--- src/rtl/spmm_pkg.sv ---
package spmm_pkg;

    localparam int ROWS_A_DEF    = 8;
    localparam int INNER_DIM_DEF = 8;
    localparam int COLS_B_DEF    = 8;
    localparam int DATA_W_DEF    = 16;

    localparam int CMD_W   = 3;
    localparam int ADDR_W  = 6;
    localparam int VALUE_W = 16;
    localparam int INDEX_W = 7;
    localparam int POS_W   = 3;

    typedef enum logic [CMD_W-1:0] {
        CMD_LOAD_A   = 3'd0,
        CMD_LOAD_AP  = 3'd1,
        CMD_LOAD_B   = 3'd2,
        CMD_LOAD_BP  = 3'd3,
        CMD_START    = 3'd4,
        CMD_NOP5     = 3'd5,
        CMD_NOP6     = 3'd6,
        CMD_NOP7     = 3'd7
    } cmd_t;

    // classified operation passed from front to back
    typedef struct packed {
        cmd_t               cmd;
        logic [ADDR_W-1:0]  addr;
        logic [VALUE_W-1:0] value;
        logic [INDEX_W-1:0] index;
    } op_t;

endpackage

--- src/rtl/spmm_front.sv ---
module spmm_front (
    input  logic           clk,
    input  logic           rst_n,
    input  logic           in_valid,
    output logic           in_ready,
    input  spmm_pkg::op_t  in_op,
    output logic           q_valid,
    input  logic           q_ready,
    output spmm_pkg::op_t  q_op
);

    localparam int DEPTH = 2;

    spmm_pkg::op_t fifo_reg [DEPTH];
    logic          wr_ptr_reg, wr_ptr_next;
    logic          rd_ptr_reg, rd_ptr_next;
    logic [1:0]    cnt_reg, cnt_next;
    logic          push, pop;
    logic          keep;

    // drop codes that carry no work
    assign keep = (in_op.cmd == spmm_pkg::CMD_LOAD_A) || (in_op.cmd == spmm_pkg::CMD_LOAD_AP)
               || (in_op.cmd == spmm_pkg::CMD_LOAD_B) || (in_op.cmd == spmm_pkg::CMD_LOAD_BP)
               || (in_op.cmd == spmm_pkg::CMD_START);

    assign in_ready = (cnt_reg != 2'd2);
    assign push     = in_valid && in_ready && keep;
    assign q_valid  = (cnt_reg != 2'd0);
    assign pop      = q_valid && q_ready;
    assign q_op     = fifo_reg[rd_ptr_reg];

    always_comb
    begin
        wr_ptr_next = push ? ~wr_ptr_reg : wr_ptr_reg;
        rd_ptr_next = pop ? ~rd_ptr_reg : rd_ptr_reg;
        cnt_next    = cnt_reg + {1'b0, push} - {1'b0, pop};
    end

    always_ff @(posedge clk or negedge rst_n)
    begin
        if (!rst_n)
        begin
            wr_ptr_reg <= 1'b0;
            rd_ptr_reg <= 1'b0;
            cnt_reg    <= 2'd0;
        end
        else
        begin
            wr_ptr_reg <= wr_ptr_next;
            rd_ptr_reg <= rd_ptr_next;
            cnt_reg    <= cnt_next;
        end
    end

    // queue payload
    always_ff @(posedge clk)
    begin
        if (push)
        begin
            fifo_reg[wr_ptr_reg] <= in_op;
        end
    end

endmodule

--- config.mk ---
export PLATFORM = sky130hd
export DESIGN_NAME = spmm_front
export DESIGN_NICKNAME = d
export VERILOG_FILES = /design/src/rtl/spmm_pkg.sv /design/src/rtl/spmm_front.sv
export SDC_FILE = /design/constraint.sdc
export NUM_CORES = 1
export LEC_CHECK = 0
export BUFFER_PORTS_ARGS = -buffer_cell sky130_fd_sc_hd__buf_2
export CAP_MARGIN = 10
export CORE_ASPECT_RATIO = 1.4
export CORE_MARGIN = 5
export CORE_UTILIZATION = 45
export CTS_CLUSTER_SIZE = 10
export DETAILED_ROUTE_END_ITERATION = 16
export PLACE_DENSITY = 0.73
export SLEW_MARGIN = 15
export SYNTH_ARGS = -nofsm -noshare
export SYNTH_HDL_FRONTEND = slang
export SYNTH_SLANG_ARGS = --single-unit
--- constraint.sdc ---
create_clock -name clk -period 2.6 [get_ports clk]
set_input_delay 0.52 -clock clk [delete_from_list [all_inputs] [get_ports clk]]
set_output_delay 0.52 -clock clk [all_outputs]
set_load 0.03 [all_outputs]
# Word level (Yosys, flattened, before mapping)
# Memories as Yosys holds them, arrays and structs flattened.
# Cells that the tools add are included.
# totals
regBits	4
mem_bits_rw	64
in_bits	36
output_inout_bits	34
wordCells	24
memories	1
# op_classes
n_addsub	2
n_eq_ne	5
muxes	2
n_bitwise	2
reduce_logical	9
# memory_table
memory	depth	width	read_ports	rd_clocked_by_memory_dff	write_ports	line	text
fifo_reg	2	32	1	0	1	spmm_front.sv:14	spmm_pkg::op_t fifo_reg [DEPTH];
# op_table
cell	count
3-bit by 2-bit equality test with 1-bit output (second input constant)	2
1-bit logical OR	4
3-bit by 1-bit equality test with 1-bit output (second input constant)	1
3-bit equality test (second input constant)	1
1-bit logical AND	3
3-bit logical NOT	1
2-bit by 1-bit adder with 2-bit output	1
1-bit two-way mux	2
2-bit inequality test (second input constant)	1
1-bit NOT	2
2-bit nonzero test	1
2-bit by 1-bit subtractor with 2-bit output	1

# Depth between registers and ports, before layout
# Gate-level depths: netlist (run 1).
# logic_depth
ltp_word	8
depth_mapped	7

# Least setup slack after synthesis (run 1)
# Ideal clock, no wire load.
# synth_path
kind	reg-to-reg
startpoint	register cnt_reg[1]
endpoint	memory fifo_reg[0][0] (netlist name) (enable)
setup_ns	0.421
t_arrival_ns	2.258
path_slack_ns	-0.079
path_stages_with_launch	4
cell_sequence	dfrtp_1 nand2b_1 nand3_1 nor2_1
# synth_between
elab_chain_cells	5
# synth_rtl
element	line	text
start, declared	spmm_front.sv:17	logic [1:0] cnt_reg, cnt_next;
start signal, assigned	spmm_front.sv:51	cnt_reg <= cnt_next;
2-bit inequality test	spmm_front.sv:26	assign in_ready = (cnt_reg != 2'd2);
net in_ready	spmm_front.sv:5	output logic in_ready,
1-bit logical AND (2 in a row)	spmm_front.sv:27	assign push = in_valid && in_ready && keep;
1-bit two-way mux	spmm_front.sv:58	if (push)
1-bit two-way mux (not written as such)	spmm_front.sv:60	fifo_reg[wr_ptr_reg] <= in_op;
end, declared	spmm_front.sv:14	
# The timed path passes the listed nets, and every way through them passes these cells.

==> results of run 1 <==
[worst max-delay path by stage]
stage	from	slack, ps	cells after the start	end
finish	rd_ptr_reg$_DFFE_PN0P_	360	3	q_op[8]
floorplan	cnt_reg[1]$_DFF_PN0_	-80	3	fifo_reg[0][0]$_DFFE_PP_
detailed placement	in_op[30]	530	8	cnt_reg[1]$_DFF_PN0_
global placement	in_op[30]	590	8	cnt_reg[1]$_DFF_PN0_
global route	rd_ptr_reg$_DFFE_PN0P_	260	3	q_op[8]
CTS	rd_ptr_reg$_DFFE_PN0P_	310	3	q_op[8]
[placed cells by master (no fill, tap or decap)]
master,netlist,final
buf_2,0,69
edfxtp_1,64,64
mux2_4,29,29
clkbuf_8,0,9
xnor2_1,3,3
mux2_2,3,3
dfrtp_1,4,3
buf_4,0,3
inv_1,2,2
nor2_4,0,2
ha_1,2,2
clkinv_1,0,2
clkinv_2,0,2
or2_4,1,1
and2_4,1,1
o21ai_0,1,1
nand2b_1,1,1
nand3_1,1,1
xor2_1,1,1
bufinv_16,0,1
clkinvlp_4,0,1
clkbuf_1,0,1
dlygate4sd3_1,0,1
buf_12,0,1
dfrtp_2,0,1
[kinds of logic (layout without fill, tap and decap cells)]
kind of cell,Yosys count,in the layout
DFF,68,68
xor gates and xnor gates,4,4
buffers and inverters,6,92
and+or+nand+nor,6,6
adders and majority gates,2,2
AOI/OAI and AO/OA,1,1
muxes,32,32
[layout make-up]
class / count / area, sq um
fill: 467 / 2500
timing repair buffer: 74 / 398
inverter: 2 / 7.51
sequential: 68 / 2020
clock buffer: 10 / 128
clock inverter: 6 / 55.1
tap: 70 / 87.6
multi-input combinational: 45 / 586
[stage by stage]
stage	setup TNS (ps)	utilization, %	cells
finish	0	56.8	275
global route	0	56.8	275
CTS	0	56.8	275
floorplan	-5040	-	119
global placement	0	53.5	258
detailed placement	0	53.5	258
[per-layer routing]
layer / vias up / share of wire [%]
li1: 617 / -
met1: 593 / 37
met2: 38 / 54
met3: 8 / 6.8
met4: 0 / 2.3
met5: - / 0
[power by group]
| part | switching, uW | leakage [uW] | internal, uW |
|---|---|---|---|
| combinational | 789 | 0.000604 | 592 |
| clock | 350 | 0.0000911 | 433 |
| sequential | 105 | 0.000633 | 1410 |
| total | 1240 | 0.00133 | 2440 |
==> flow_summary.ini, run 1 <==
[logic_synthesis]
yosys-top-cells-area = edfxtp_1, mux2_4, dfrtp_1, buf_6, mux2_2
netlist_instances = 119
ys_async_sr_fraction_pct = 5.88
synth_xor_area_share_pct = 1.32
syn_area_sq_mm = 0.00265
syn-num-nets = 157
synth_adder_area_share_pct = 0.946
synth_most_common_cell = edfxtp_1
synth_mux_area_share_pct = 17.7
synthSimpleGateAreaFrac_pct = 1.37
synth_warnings = 0
seq_area_frac_synth_pct = 76.4
synth_largest_area_cell = edfxtp_1
yosys.cell_types.count = 15
synthFlopType = edfxtp_1
yosysTopAreaCellShare_pct = 72.7
synth_top_family_by_area = multiplexers
avgSynthCellArea_sq_um = 22.2
synth_commonest_cells = edfxtp_1, mux2_4, buf_6, dfrtp_1
synth_compound_area_share_pct = 0.189
synth-edff-count = 64
synth-seq-cells = 68

[timing]
min_period_over_period_pct = 86.3
holdWs_ps = 373
hold_viol_final = 0
maxSlewHeadroom_pct = 71.9
fin_crit_ps = 2240
fmax_mhz = 446
rsz0062_at_grt = false
drv_slew = 0
worst_pin_slew_ps = 421
fin_skew_ps = 5.59
final-setup-viol-count = 0
setup_slack_ps = 356

[grt]
grtUsageMet1_pct = 13.6
grt_pass1_vias = 1310
grt_max_degree = 33
busiest_layer = met2
antenna_found_initial = 0
use_met3_pct = 5.79
grt_first_pass_wirelength_microns = 6280
overflow = 0
track_usage_pct = 12.0
met2_usage_pct = 18.5

[worst_hold_path]
holdPathEnd = fifo_reg[1][7]$_DFFE_PP_
worstHoldPathCells = 1
min_from = in_op[7]
min_path_type = in -> reg

[setup_path]
crit_buf_inv = 2
path_max_fanout = 13
ff2ff_path_depth = 7
cp.required_ps = 2080
reg2reg_slack_ps = 890
r2r_start = cnt_reg[0]$_DFF_PN0_
arrival_ps = 1720
crit_path_max_incr_delay_ps = 610
timing.rr.end = cnt_reg[1]$_DFF_PN0_
worst_path_max_delay_cell = dfrtp_2
critPathTopFamily = flip-flops
path_cells = buf_4, mux2_4, buf_2
critPathLaunchType = flip-flop
crit_type = reg -> out
end_kind = output port

[cts]
cts.sinks = 68
root_buffer = clkbuf_8
clock_latency_ps = 330
cts_max_level = 3
tritoncts = built
cts_resized = 0
post_cts_buffers = 0
cts_buffers = 9
holdBufCountCts = 1
cts_buffer_depth = 2
clk_pin_slew_worst_paths_ps = 70

[floorplan]
die_h_microns = 101
start_util_pct = 45.8
core-area_sq_mm = 0.00578
dieArea_sq_mm = 0.00753
die_w_microns = 74.8
ios = 70
fp-row-count = 33

[job]
drv_cap = 0

[cells_and_area]
nets = 238
n_antenna_cell = 0
synthToLayoutAreaGrowth_pct = 24.2
largest_register_ffs = 64
layout-drive-gt1-share_pct = 60.0
fin_area_sq_mm = 0.00328

[placement]
io_buffers = 69
dp_hpwl_microns = 2880
place_congestion = 0.659
place_ws_ps = 533
placed_cell_area_sq_mm = 0.00309

[detailed_routing]
first_pass_iters = 4
wl_microns = 4040
routedWlPerCell_microns = 14.7
viasPerCell = 4.57
drtIter0Drc = 63
postRouteAntennaNets = 0
dr_total_vias = 1256
drc = 0

[pwr]
leakage_uw = 0.00133
ir_worst_vdd_mv = 0.853
power_density_mw_per_mm2 = 1120
power_uw = 3680

[status]
status = completed
Power figures use the tool's default switching activity.
==> run 2, diff against run 1 <==
==> constraint.sdc (replaced) <==
create_clock -name clk -period 2.6 [get_ports clk]
set_input_delay 0.65 -clock clk [delete_from_list [all_inputs] [get_ports clk]]
set_output_delay 0.65 -clock clk [all_outputs]
set_load 0.03 [all_outputs]
==> run 2 against run 1 <==
  * Non-clock buffer count grew 1
  * Sequential share of layout area grew 0.19 points
  * Power fell by 1.9%
  * Final cell count rose by 0.36%
  * Critical path type unchanged
  * Critical endpoint is now q_op[25]
  * Largest power group unchanged
  * Highest routed layer unchanged
==> flow_summary.ini, run 2 (synthesis results as in run 1) <==
[setup_path]
worst_path_max_delay_cell = dfrtp_2
arrival_ps = 1660
critPathLaunchType = flip-flop
end_kind = output port
path_cells = buf_12, mux2_2, buf_2
path_max_fanout = 25
crit_buf_inv = 2
crit_path_max_incr_delay_ps = 540
critPathTopFamily = flip-flops
crit_type = reg -> out
cp.required_ps = 1950

[cts]
cts_resized = 0
tritoncts = built
clock_latency_ps = 330
holdBufCountCts = 0
cts_buffer_depth = 2
root_buffer = clkbuf_8
clk_pin_slew_worst_paths_ps = 70
post_cts_buffers = 0
cts_max_level = 3
cts.sinks = 68
cts_buffers = 9

[timing]
fmax_mhz = 432
min_period_over_period_pct = 89.0
final-setup-viol-count = 0
fin_crit_ps = 2310
worst_pin_slew_ps = 294
timing.setup.tns_ps = 0
drv_slew = 0
rsz0062_at_grt = false
maxSlewHeadroom_pct = 80.4
fin_skew_ps = 7.60
hold_viol_final = 0

[floorplan]
die_h_microns = 101
start_util_pct = 45.8
fp-row-count = 33
die_w_microns = 74.8
dieArea_sq_mm = 0.00753
core-area_sq_mm = 0.00578
ios = 70

[grt]
antenna_found_initial = 0
grt_first_pass_wirelength_microns = 6440
grt_max_degree = 26
overflow = 0
track_usage_pct = 12.1
grt_pass1_vias = 1373

[cells_and_area]
fin_area_sq_mm = 0.00327
mostFrequentLayoutCell = buf_2
largest_register_ffs = 64
layout-drive-gt1-share_pct = 62.1
synthToLayoutAreaGrowth_pct = 23.8
instances_no_fill = 276
n_antenna_cell = 0
layout_common_cells = buf_2, edfxtp_1, mux2_4
nets = 239

[pwr]
ir_worst_vdd_mv = 0.647
leakage_uw = 0.00133
power_density_mw_per_mm2 = 1100

[detailed_routing]
drtIter0Drc = 60
viasPerCell = 4.69
drc = 0
postRouteAntennaNets = 0
dr_total_vias = 1295
wl_microns = 4240
routedWlPerCell_microns = 15.4
first_pass_iters = 3

[placement]
dp_hpwl_microns = 3030
io_buffers = 69
placed_cells = 260
placed_cell_area_sq_mm = 0.00311
place_congestion = 0.665

[status]
status = completed

[worst_hold_path]
min_path_type = in -> async

[job]
drv_cap = 0
-- run 2: cell count changes in the layout (fill, tap and decap cells not counted), sizes merged --
cell | previous run | this run
buf | 73 | 75
bufinv | 1 | 0
clkbuf | 10 | 9
clkinv | 4 | 5
clkinvlp | 1 | 2
dlygate4sd3 | 1 | 0
-- run 2: power breakdown --
group | switching, uW | internal, uW
Clock | 368 | 339
Sequential | 95.2 | 1410
Combinational | 803 | 594
Total | 1270 | 2340
-- run 2: routing by layer --
layer,GRT usage [%],share of wire [%],vias to the layer above,wire [microns]
met2,21.8,57,36,2430
met5,0,0,-,0
li1,-,-,624,-
met4,5.62,1.5,0,63
met1,11.6,35,627,1490
met3,4.69,6.2,8,261
-- run 2: area by class of cell --
| type | instances | area [sq um] |
|---|---|---|
| flip-flops and latches | 68 | 2020 |
| well taps | 70 | 87.6 |
| repair buffers | 75 | 403 |
| clock buffers | 9 | 124 |
| multi-input cells | 45 | 586 |
| clock inverters | 7 | 43.8 |
| fillers | 471 | 2510 |
| inverters | 2 | 7.51 |
-- run 2: path summary, 6_finish.rpt --
check / to / slack, ps / startpoint / cells after the start
worst min register to register: cnt_reg[1]$_DFF_PN0_ / 530 / cnt_reg[1]$_DFF_PN0_ / 1
worst max-delay path: q_op[25] / 290 / rd_ptr_reg$_DFFE_PN0P_ / 3
worst min-delay path: cnt_reg[1]$_DFF_PN0_ / 130 / rst_n / 1
min in group clk: fifo_reg[0][28]$_DFFE_PP_ / 510 / in_op[28] / 1
max in group asynchronous: rd_ptr_reg$_DFFE_PN0P_ / 2330 / rst_n / 1
worst max register to register: cnt_reg[1]$_DFF_PN0_ / 910 / cnt_reg[1]$_DFF_PN0_ / 7
-- run 2: worst register-to-register path, delay by kind of cell, from the launching register on --
kind	cells	cell delay (ps)
adder cells (fa/ha/maj)	2	430
XOR/XNOR	2	300
flip-flops	1	420
AND/OR/NAND/NOR	2	430
buffers and inverters	1	40
-- run 2: per-stage QoR --
step                      setup WS [ps]  hold WS, ps  utilization [%]  power (uW)
after floorplan                    -169          354                -        2630
after global placement              622          468             53.7        2940
after detailed placement            619          469             53.7        2950
after CTS                           251          111             56.6        3670
after global routing                207          103             56.6        3800
final                               286          126             56.6        3610
