==> src/rtl/spmm_pkg.sv <==
package spmm_pkg;

    localparam int ROWS_A_DEF    = 8;
    localparam int INNER_DIM_DEF = 8;
    localparam int COLS_B_DEF    = 8;
    localparam int DATA_W_DEF    = 16;

    localparam int CMD_W   = 3;
    localparam int ADDR_W  = 6;
    localparam int VALUE_W = 16;
    localparam int INDEX_W = 7;
    localparam int POS_W   = 3;

    typedef enum logic [CMD_W-1:0] {
        CMD_LOAD_A   = 3'd0,
        CMD_LOAD_AP  = 3'd1,
        CMD_LOAD_B   = 3'd2,
        CMD_LOAD_BP  = 3'd3,
        CMD_START    = 3'd4,
        CMD_NOP5     = 3'd5,
        CMD_NOP6     = 3'd6,
        CMD_NOP7     = 3'd7
    } cmd_t;

    // classified operation passed from front to back
    typedef struct packed {
        cmd_t               cmd;
        logic [ADDR_W-1:0]  addr;
        logic [VALUE_W-1:0] value;
        logic [INDEX_W-1:0] index;
    } op_t;

endpackage

==> src/rtl/spmm_back.sv <==
module spmm_back #(
    parameter int ROWS_A    = spmm_pkg::ROWS_A_DEF,
    parameter int INNER_DIM = spmm_pkg::INNER_DIM_DEF,
    parameter int COLS_B    = spmm_pkg::COLS_B_DEF,
    parameter int DATA_W    = spmm_pkg::DATA_W_DEF
) (
    input  logic                        clk,
    input  logic                        rst_n,
    input  logic                        q_valid,
    output logic                        q_ready,
    input  spmm_pkg::op_t               q_op,
    output logic                        out_valid,
    input  logic                        out_ready,
    output logic [spmm_pkg::VALUE_W-1:0] c_value,
    output logic [spmm_pkg::POS_W-1:0]  row,
    output logic [spmm_pkg::POS_W-1:0]  col,
    output logic                        last
);

    localparam int A_LEN = ROWS_A * INNER_DIM;
    localparam int B_LEN = INNER_DIM * COLS_B;
    localparam int C_LEN = ROWS_A * COLS_B;
    localparam int PW    = spmm_pkg::INDEX_W;
    localparam int AW    = (A_LEN > 1) ? $clog2(A_LEN) : 1;
    localparam int BW    = (B_LEN > 1) ? $clog2(B_LEN) : 1;
    localparam int CW    = (C_LEN > 1) ? $clog2(C_LEN) : 1;
    localparam int RW    = (ROWS_A > 1) ? $clog2(ROWS_A) : 1;
    localparam int KW    = (INNER_DIM > 1) ? $clog2(INNER_DIM) : 1;
    localparam int JW    = (COLS_B > 1) ? $clog2(COLS_B) : 1;
    localparam int VW    = spmm_pkg::VALUE_W;
    localparam int XW    = (DATA_W < VW) ? VW : DATA_W;
    localparam logic [PW-1:0] A_LEN_P = PW'(A_LEN);
    localparam logic [PW-1:0] B_LEN_P = PW'(B_LEN);

    typedef enum logic [3:0] {
        ST_IDLE, ST_CLR, ST_ROW, ST_AENT, ST_AWAIT, ST_BPTR, ST_BENT, ST_BWAIT,
        ST_ACC_WAIT, ST_MAC, ST_EMIT_RD, ST_EMIT, ST_DRAIN
    } state_t;

    // stores
    logic [DATA_W-1:0] a_vals [A_LEN];
    logic [PW-1:0]     a_colidx [A_LEN];
    logic [PW-1:0]     a_rowstart [ROWS_A+1];
    logic [DATA_W-1:0] b_vals [B_LEN];
    logic [PW-1:0]     b_rowidx [B_LEN];
    logic [PW-1:0]     b_colstart [INNER_DIM+1];
    logic [DATA_W-1:0] acc_mem [C_LEN];

    state_t            state_reg;
    logic [RW:0]       i_reg;
    logic [PW-1:0]     ia_reg, ae_reg, ib_reg, be_reg;
    logic [KW-1:0]     k_reg;
    logic [DATA_W-1:0] av_reg, bv_reg, prod_reg, acc_rd_reg;
    logic [CW:0]       c_reg;
    logic [spmm_pkg::POS_W-1:0] erow_reg, ecol_reg;
    logic [PW-1:0]     ard_col_reg, brd_row_reg;
    logic [DATA_W-1:0] ard_val_reg, brd_val_reg;
    logic [VW-1:0]     out_val_reg;
    logic [spmm_pkg::POS_W-1:0] out_row_reg, out_col_reg;
    logic              out_valid_reg, out_last_reg;
    logic [DATA_W-1:0] in_wide;
    logic [XW-1:0]     sx;

    function automatic logic [PW-1:0] clampa(input logic [PW-1:0] p);
        return (p > A_LEN_P) ? A_LEN_P : p;
    endfunction
    function automatic logic [PW-1:0] clampb(input logic [PW-1:0] p);
        return (p > B_LEN_P) ? B_LEN_P : p;
    endfunction

    assign sx      = XW'(signed'(q_op.value));
    assign in_wide = sx[DATA_W-1:0];
    assign q_ready = (state_reg == ST_IDLE);
    assign out_valid = out_valid_reg;
    assign c_value = out_val_reg;
    assign row     = out_row_reg;
    assign col     = out_col_reg;
    assign last    = out_last_reg;

    // load writes
    always_ff @(posedge clk)
    begin
        if (q_valid && q_ready)
        begin
            unique case (q_op.cmd)
                spmm_pkg::CMD_LOAD_A:
                begin
                    if (32'(q_op.addr) < A_LEN)
                    begin
                        a_vals[q_op.addr[AW-1:0]]   <= in_wide;
                        a_colidx[q_op.addr[AW-1:0]] <= q_op.index;
                    end
                end
                spmm_pkg::CMD_LOAD_AP:
                begin
                    if (32'(q_op.addr) <= ROWS_A)
                    begin
                        a_rowstart[q_op.addr[RW:0]] <= q_op.index;
                    end
                end
                spmm_pkg::CMD_LOAD_B:
                begin
                    if (32'(q_op.addr) < B_LEN)
                    begin
                        b_vals[q_op.addr[BW-1:0]]   <= in_wide;
                        b_rowidx[q_op.addr[BW-1:0]] <= q_op.index;
                    end
                end
                spmm_pkg::CMD_LOAD_BP:
                begin
                    if (32'(q_op.addr) <= INNER_DIM)
                    begin
                        b_colstart[q_op.addr[KW:0]] <= q_op.index;
                    end
                end
                default:
                begin
                end
            endcase
        end
    end

    // entry reads, registered
    always_ff @(posedge clk)
    begin
        ard_val_reg <= a_vals[ia_reg[AW-1:0]];
        ard_col_reg <= a_colidx[ia_reg[AW-1:0]];
        brd_val_reg <= b_vals[ib_reg[BW-1:0]];
        brd_row_reg <= b_rowidx[ib_reg[BW-1:0]];
        acc_rd_reg  <= acc_mem[c_reg[CW-1:0]];
    end

    // accumulator writes
    always_ff @(posedge clk)
    begin
        if (state_reg == ST_CLR)
        begin
            acc_mem[c_reg[CW-1:0]] <= '0;
        end
        else if (state_reg == ST_MAC)
        begin
            acc_mem[c_reg[CW-1:0]] <= acc_rd_reg + prod_reg;
        end
    end

    // control sequencer
    always_ff @(posedge clk or negedge rst_n)
    begin
        if (!rst_n)
        begin
            state_reg     <= ST_IDLE;
            out_valid_reg <= 1'b0;
            i_reg         <= '0;
            c_reg         <= '0;
        end
        else
        begin
            unique case (state_reg)
                ST_IDLE:
                begin
                    if (q_valid && q_op.cmd == spmm_pkg::CMD_START)
                    begin
                        c_reg     <= '0;
                        state_reg <= ST_CLR;
                    end
                end
                ST_CLR:
                begin
                    if (32'(c_reg) == C_LEN - 1)
                    begin
                        i_reg     <= '0;
                        state_reg <= ST_ROW;
                    end
                    else
                    begin
                        c_reg <= c_reg + 1'b1;
                    end
                end
                ST_ROW:
                begin
                    if (32'(i_reg) == ROWS_A)
                    begin
                        c_reg     <= '0;
                        erow_reg  <= '0;
                        ecol_reg  <= '0;
                        state_reg <= ST_EMIT_RD;
                    end
                    else
                    begin
                        ia_reg    <= clampa(a_rowstart[i_reg]);
                        ae_reg    <= clampa(a_rowstart[i_reg + 1'b1]);
                        state_reg <= ST_AENT;
                    end
                end
                ST_AENT:
                begin
                    if (ia_reg >= ae_reg)
                    begin
                        i_reg     <= i_reg + 1'b1;
                        state_reg <= ST_ROW;
                    end
                    else
                    begin
                        state_reg <= ST_AWAIT;
                    end
                end
                ST_AWAIT:
                begin
                    if (32'(ard_col_reg) >= INNER_DIM)
                    begin
                        ia_reg    <= ia_reg + 1'b1;
                        state_reg <= ST_AENT;
                    end
                    else
                    begin
                        k_reg     <= ard_col_reg[KW-1:0];
                        av_reg    <= ard_val_reg;
                        state_reg <= ST_BPTR;
                    end
                end
                ST_BPTR:
                begin
                    ib_reg    <= clampb(b_colstart[k_reg]);
                    be_reg    <= clampb(b_colstart[{1'b0, k_reg} + 1'b1]);
                    state_reg <= ST_BENT;
                end
                ST_BENT:
                begin
                    if (ib_reg >= be_reg)
                    begin
                        ia_reg    <= ia_reg + 1'b1;
                        state_reg <= ST_AENT;
                    end
                    else
                    begin
                        state_reg <= ST_BWAIT;
                    end
                end
                ST_BWAIT:
                begin
                    // b entry read has landed
                    if (32'(brd_row_reg) >= COLS_B)
                    begin
                        ib_reg    <= ib_reg + 1'b1;
                        state_reg <= ST_BENT;
                    end
                    else
                    begin
                        bv_reg    <= brd_val_reg;
                        c_reg     <= (CW+1)'(32'(i_reg) * COLS_B + 32'(brd_row_reg));
                        state_reg <= ST_ACC_WAIT;
                    end
                end
                ST_MAC:
                begin
                    ib_reg    <= ib_reg + 1'b1;
                    state_reg <= ST_BENT;
                end
                ST_EMIT_RD:
                begin
                    state_reg <= ST_EMIT;
                end
                ST_EMIT:
                begin
                    if (!out_valid_reg || out_ready)
                    begin
                        out_valid_reg <= 1'b1;
                        out_val_reg   <= VW'(acc_rd_reg);
                        out_row_reg   <= erow_reg;
                        out_col_reg   <= ecol_reg;
                        out_last_reg  <= (32'(c_reg) == C_LEN - 1);
                        if (32'(c_reg) == C_LEN - 1)
                        begin
                            state_reg <= ST_DRAIN;
                        end
                        else
                        begin
                            c_reg     <= c_reg + 1'b1;
                            if (32'(ecol_reg) == COLS_B - 1)
                            begin
                                ecol_reg <= '0;
                                erow_reg <= erow_reg + 1'b1;
                            end
                            else
                            begin
                                ecol_reg <= ecol_reg + 1'b1;
                            end
                            state_reg <= ST_EMIT_RD;
                        end
                    end
                end
                ST_DRAIN:
                begin
                    if (out_ready)
                    begin
                        out_valid_reg <= 1'b0;
                        state_reg     <= ST_IDLE;
                    end
                end
                ST_ACC_WAIT:
                begin
                    prod_reg  <= av_reg * bv_reg;
                    state_reg <= ST_MAC;
                end
                default:
                begin
                    state_reg <= ST_IDLE;
                end
            endcase
            if (state_reg != ST_EMIT && state_reg != ST_DRAIN && out_valid_reg && out_ready)
            begin
                out_valid_reg <= 1'b0;
            end
        end
    end

endmodule

==> config.mk <==
export PLATFORM = sky130hd
export DESIGN_NAME = spmm_back
export DESIGN_NICKNAME = d
export VERILOG_FILES = /design/src/rtl/spmm_pkg.sv /design/src/rtl/spmm_back.sv
export SDC_FILE = /design/constraint.sdc
export NUM_CORES = 2
export LEC_CHECK = 0
export ABC_AREA = 1
export BUFFER_PORTS_ARGS = -buffer_cell sky130_fd_sc_hd__buf_4
export CORE_UTILIZATION = 47
export CTS_BUF_LIST = sky130_fd_sc_hd__clkbuf_4
export DETAILED_ROUTE_END_ITERATION = 8
export GPL_ROUTABILITY_DRIVEN = 0
export MAX_ROUTING_LAYER = met4
export PLACE_DENSITY_LB_ADDON = 0.08
export SLEW_MARGIN = 0
export SYNTH_ARGS = -nofsm -noshare
export SYNTH_HDL_FRONTEND = slang
export SYNTH_SLANG_ARGS = --single-unit
==> constraint.sdc <==
create_clock -name clk -period 15.92 [get_ports clk]
set_clock_uncertainty 0.05 [all_clocks]
set_input_delay 3.184 -clock clk [delete_from_list [all_inputs] [get_ports clk]]
set_output_delay 3.184 -clock clk [all_outputs]
set_load 0.005 [all_outputs]
* After elaboration in Yosys (flattened, before gate mapping)
Memories as Yosys holds them, arrays and structs flattened. A register that Yosys moved wholly into a read port is not among the register bits.
Cells that the tools add are included.
** Storage, ports and cells
- Bits in read-only memories :: 0
- Word-level logic and storage cells :: 175
- Output and inout port bits :: 25
- Latch bits :: 0
- RAM bits :: 4094
- Input port bits :: 36
- Memories kept :: 7
- Register bits after elaboration :: 124
** Memory list
- a_vals :: words 64, width 16, read ports 1, clocked after Yosys merged registers in 1, write ports 1, RTL line spmm_back.sv:41 : logic [DATA_W-1:0] a_vals [A_LEN];
- acc_mem :: words 64, width 16, read ports 1, clocked after Yosys merged registers in 1, write ports 1, RTL line spmm_back.sv:47 : logic [DATA_W-1:0] acc_mem [C_LEN];
- b_vals :: words 64, width 16, read ports 1, clocked after Yosys merged registers in 1, write ports 1, RTL line spmm_back.sv:44 : logic [DATA_W-1:0] b_vals [B_LEN];
- a_colidx :: words 64, width 7, read ports 1, clocked after Yosys merged registers in 1, write ports 1, RTL line spmm_back.sv:42 : logic [PW-1:0] a_colidx [A_LEN];
- b_rowidx :: words 64, width 7, read ports 1, clocked after Yosys merged registers in 1, write ports 1, RTL line spmm_back.sv:45 : logic [PW-1:0] b_rowidx [B_LEN];
- a_rowstart :: words 9, width 7, read ports 2, clocked after Yosys merged registers in 0, write ports 1, RTL line spmm_back.sv:43 : logic [PW-1:0] a_rowstart [ROWS_A+1];
- +1 memories
** Operators by class
- Muxes and demuxes :: 61
- Equal/unequal tests :: 36
- Shift-type cells :: 0
- Multipliers :: 1
- Reduce and logical (&&, ||, !) cells :: 30
- Bitwise operators :: 4
- Div/mod/pow operators :: 0
- Magnitude comparators :: 9
- $add $sub $neg :: 9
** Operators with widths (number)
- $mux 7 :: 11
- $pmux 4 s12 :: 1
- $pmux 7 s3 :: 2
- $mux 3 :: 12
- $pmux 7 s5 :: 1
- $mux 4 :: 8
- $gt 7x7->1 const B :: 4
- $eq 4x4->1 const B :: 6
- $ne 2x2->1 const B :: 11
- $add 7x1->7 const B :: 3
- $mux 1 :: 21
- $reduce_and 3->1 :: 7
- $add 16x16->16 :: 1
- $eq 4x3->1 const B :: 4
- $mul 16x16->16 :: 1
- $mux 16 :: 1
- $reduce_and 5->1 :: 3
- $ge 7x4->1 const B :: 2
- $ge 7x7->1 :: 2
- $pmux 3 s2 :: 2
- $reduce_bool 3->1 :: 3
- $eq 4x2->1 const B :: 2
- $ne 4x4->1 const B :: 2
- $pmux 4 s2 :: 1
- 26 further kinds :: 39

* Depth between registers and ports, before layout
- Depth in word-level cells :: 6
- Mapped depth :: 25
- Depth with buffers taken out :: 24

* Worst setup path before layout
No wires, ideal clock.
- Kind :: input to register
- From :: input q_op[25] (netlist name)
- To :: memory a_colidx[4][0] (netlist name) (enable)
- Required time :: 15.438 ns
- Path slack :: 9.919 ns
- Buffers on the path :: 1
- Library setup time :: 0.432 ns
- Arrival :: 5.519 ns
- Stages on the path :: 5
- Cells stage by stage :: clkbuf_1 -> inv_1 -> nor2_1 -> inv_1 -> nor3_1
** RTL lines
- from (decl) :: RTL line spmm_back.sv:11 : input spmm_pkg::op_t q_op,
- to (decl) :: RTL line spmm_back.sv:42
Straight into the memory's write port.

* Worst setup path in the final report
- From :: register state_reg[2]
- To :: output q_ready
** On the way
- Word-level cells in the longest chain between the ends :: 1
** RTL lines
- from (decl) :: RTL line spmm_back.sv:49 : state_t state_reg;
- from (signal assigned) :: RTL line spmm_back.sv:151 : state_reg <= ST_IDLE;
- from (signal assigned) :: RTL line spmm_back.sv:164 : state_reg <= ST_CLR;
- from (signal assigned) :: RTL line spmm_back.sv:172 : state_reg <= ST_ROW;
- $logic_not 4->1 :: RTL line spmm_back.sv:73 : assign q_ready = (state_reg == ST_IDLE);
- to (decl) :: RTL line spmm_back.sv:10 : output logic q_ready,
Every way passes these cells.

==> results.yml <==
status:
  status: "finished, violations left"
  violations: "capacitance limit"
yosys:
  synth.area.top_cells: "edfxtp_1, o21ai_0, nor2_1, nand2_1, o22ai_1"
  async_flop_share_pct: 0.374
  synth_top_flop_cell: "edfxtp_1"
  ys_top_cells_by_count: "edfxtp_1, nor2_1, nand2_1"
  yosysUniqueCellTypes: 52
  synth_area_leader_cell: "edfxtp_1"
  synth-edff-count: 4202
  syn_area_sq_um: 172000
  synth_seq_cells: 4283
  yosysWarningCount: 0
  avgSynthCellArea_sq_um: 13.0
  ys_seq_area_share_pct: 74.5
  yosysMostFrequentCell: "edfxtp_1"
  synth_fp_nets: 13400
  netlist.area_leader.share_pct: 73.6
  synth_cells: 13200
cts:
  clkLatencyLatePin_ns: 1.67
  clk_pin_slew_ns: 0.06
  cts-hold-fix-buffers: 0
  postCtsSetupBuffers: 0
  htreeDepth: 7
  root_buffer: "clkbuf_4"
  clk_path_buf_depth: 5
  cts.sinks: 4283
  cts_buffers: 1182
  cts_tree: "done"
  cts_resized: 0
sta:
  slew_violations: 0
  fin_setup_tns_ns: 0
  hold_violations: 0
  fin_crit_sh_pct: 38.6
  relSlewSlack_pct: 1.48
  tightestPinTransition_ns: 1.47
  setup_violations: 0
  grt_setup_unrepaired: "false"
  final.setup.worst_slack_ns: 9.77
  period_minus_slack_ns: 6.15
  max_freq_mhz: 163
drt:
  drt_iter0_drc: 13100
  wl_per_cell_um: 27.4
  vias: 115000
  ant_nets: 0
  wirelength_um: 535000
  via_per_inst: 5.87
  drc: 0
  drt_pass1_iterations: 9
floorplan:
  die_height_um: 606
  num_io_pins: 61
  start_util_pct: 47.3
  die_area_sq_um: 367000
  core_area_sq_um: 363000
  rows: 221
  die_w_um: 606
setup_path:
  required_ns: 12.69
  cp_max_fo: 7
  critical_path_class: "flop to output port"
  startpoint_type: "flop"
  reg2reg_to: "prod_reg[15]"
  endpoint_kind: "output port"
  crit_start: "state_reg[2]"
  reg2regPathDepth: 20
  reg2reg_from: "bv_reg[1]"
  reg2reg_slack_ns: 10.38
  critPathArrivalTime_ns: 2.92
min_path:
  hold_end: "av_reg[1]"
  hp-start: "ard_val_reg[1]"
  hold_path.class: "flop to flop"
  whs_path_depth: 0
global_route:
  grt_use_total_pct: 29.9
  grt_pass1_vias: 111000
  grt_max_degree: 182
  grt_overflow: 0
  antenna_found_initial: 38
  grt_pass1_wl_um: 765000
power:
  vdd_drop_max_v: 0.000143
  p_per_area_nw_per_um2: 132
  p_leak_nw: 65.3
layout:
  drive_gt1_share_pct: 15.9
  final_nets: 14200
  fin_util_pct: 52.9
  area_growth_pct: 11.9
place:
  hpwl_um: 311000
  place_worst_setup_slack_ns: 9.36
  port_buffers: 60
run:
  max_cap_violations: 1
-- logic make-up after synthesis --
kind of cell	after synthesis	share of synthesized area, %
xor gates and xnor gates	27	0.142
AOI/OAI and AO/OA	2937	9.99
and+or+nand+nor	4498	10.6
DFF	4283	74.5
muxes	2	0.0131
adders and majority gates	172	1.61
buffers and inverters	1257	3.11
-- metrics by stage --
step	power [mW]	instance area, sq um	std cells	hold slack [ns]
6_report	25.3	192000	19500	0.321
5_1_grt	26.3	192000	19500	0.311
4_1_cts	25.5	192000	19500	0.304
3_5_place_dp	16.1	178000	17600	0.339
3_3_place_gp	16.0	178000	17600	0.342
2_1_floorplan	14.6	172000	13200	0.336
-- routing by layer --
layer	global-route usage [%]	wire (um)	vias to the layer above
met3	6.28	46600	840
met4	11.1	17000	0
met2	45.2	249000	5679
met5	-	0	-
li1	-	-	50600
met1	40.1	223000	57500
-- worst max path at each step --
| stage | endpoint | slack, ns | depth (start not counted) |
|---|---|---|---|
| 6_report | q_ready | 9.77 | 4 |
| 5_1_grt | q_ready | 9.49 | 4 |
| 4_1_cts | q_ready | 9.51 | 4 |
| 3_5_place_dp | a_vals[38][14] | 9.36 | 5 |
| 3_3_place_gp | a_vals[38][12] | 9.38 | 6 |
| 2_1_floorplan | a_colidx[4][0] | 9.92 | 5 |
-- area by class of cell --
type                            count  area (sq um)
Fill cell                       31100        171000
Sequential cell                  4283        128000
Multi-Input combinational cell   7636         39000
Clock buffer                     1676         12600
Tap cell                         4794          6000
Timing Repair Buffer              405          3290
Inverter                          452          1750
Clock inverter                    246          1340
Antenna cell                       30          75.1
-- cell usage in the layout, fill, tap and decap left out, types with 186 or more instances in the layout --
cell type and count:
nand4_1 193, buf_4 380, nand3_1 495, inv_1 423, o211ai_1 222, nand2_1 1703, clkbuf_4 1676, o22ai_1 422
a21oi_1 186, edfxtp_1 4202, nor2_1 1921, o21ai_0 1643, clkinv_1 187
-- where the power goes --
| part | internal, mW | switching (mW) | leakage, nW | total [mW] |
|---|---|---|---|---|
| registers | 12.5 | 0.142 | 38.8 | 12.6 |
| logic | 0.773 | 2.46 | 18.1 | 3.23 |
| clock network | 5.03 | 4.41 | 8.39 | 9.44 |
| total | 18.3 | 7.01 | 65.3 | 25.3 |
-- critical path, cell delays in order, from the launching register on --
cell,delay (ns)
dfrtp_1,0.50
nor2_2,0.23
nand2_1,0.15
inv_1,0.21
buf_4,0.15
Power figures use the tool's default switching activity.
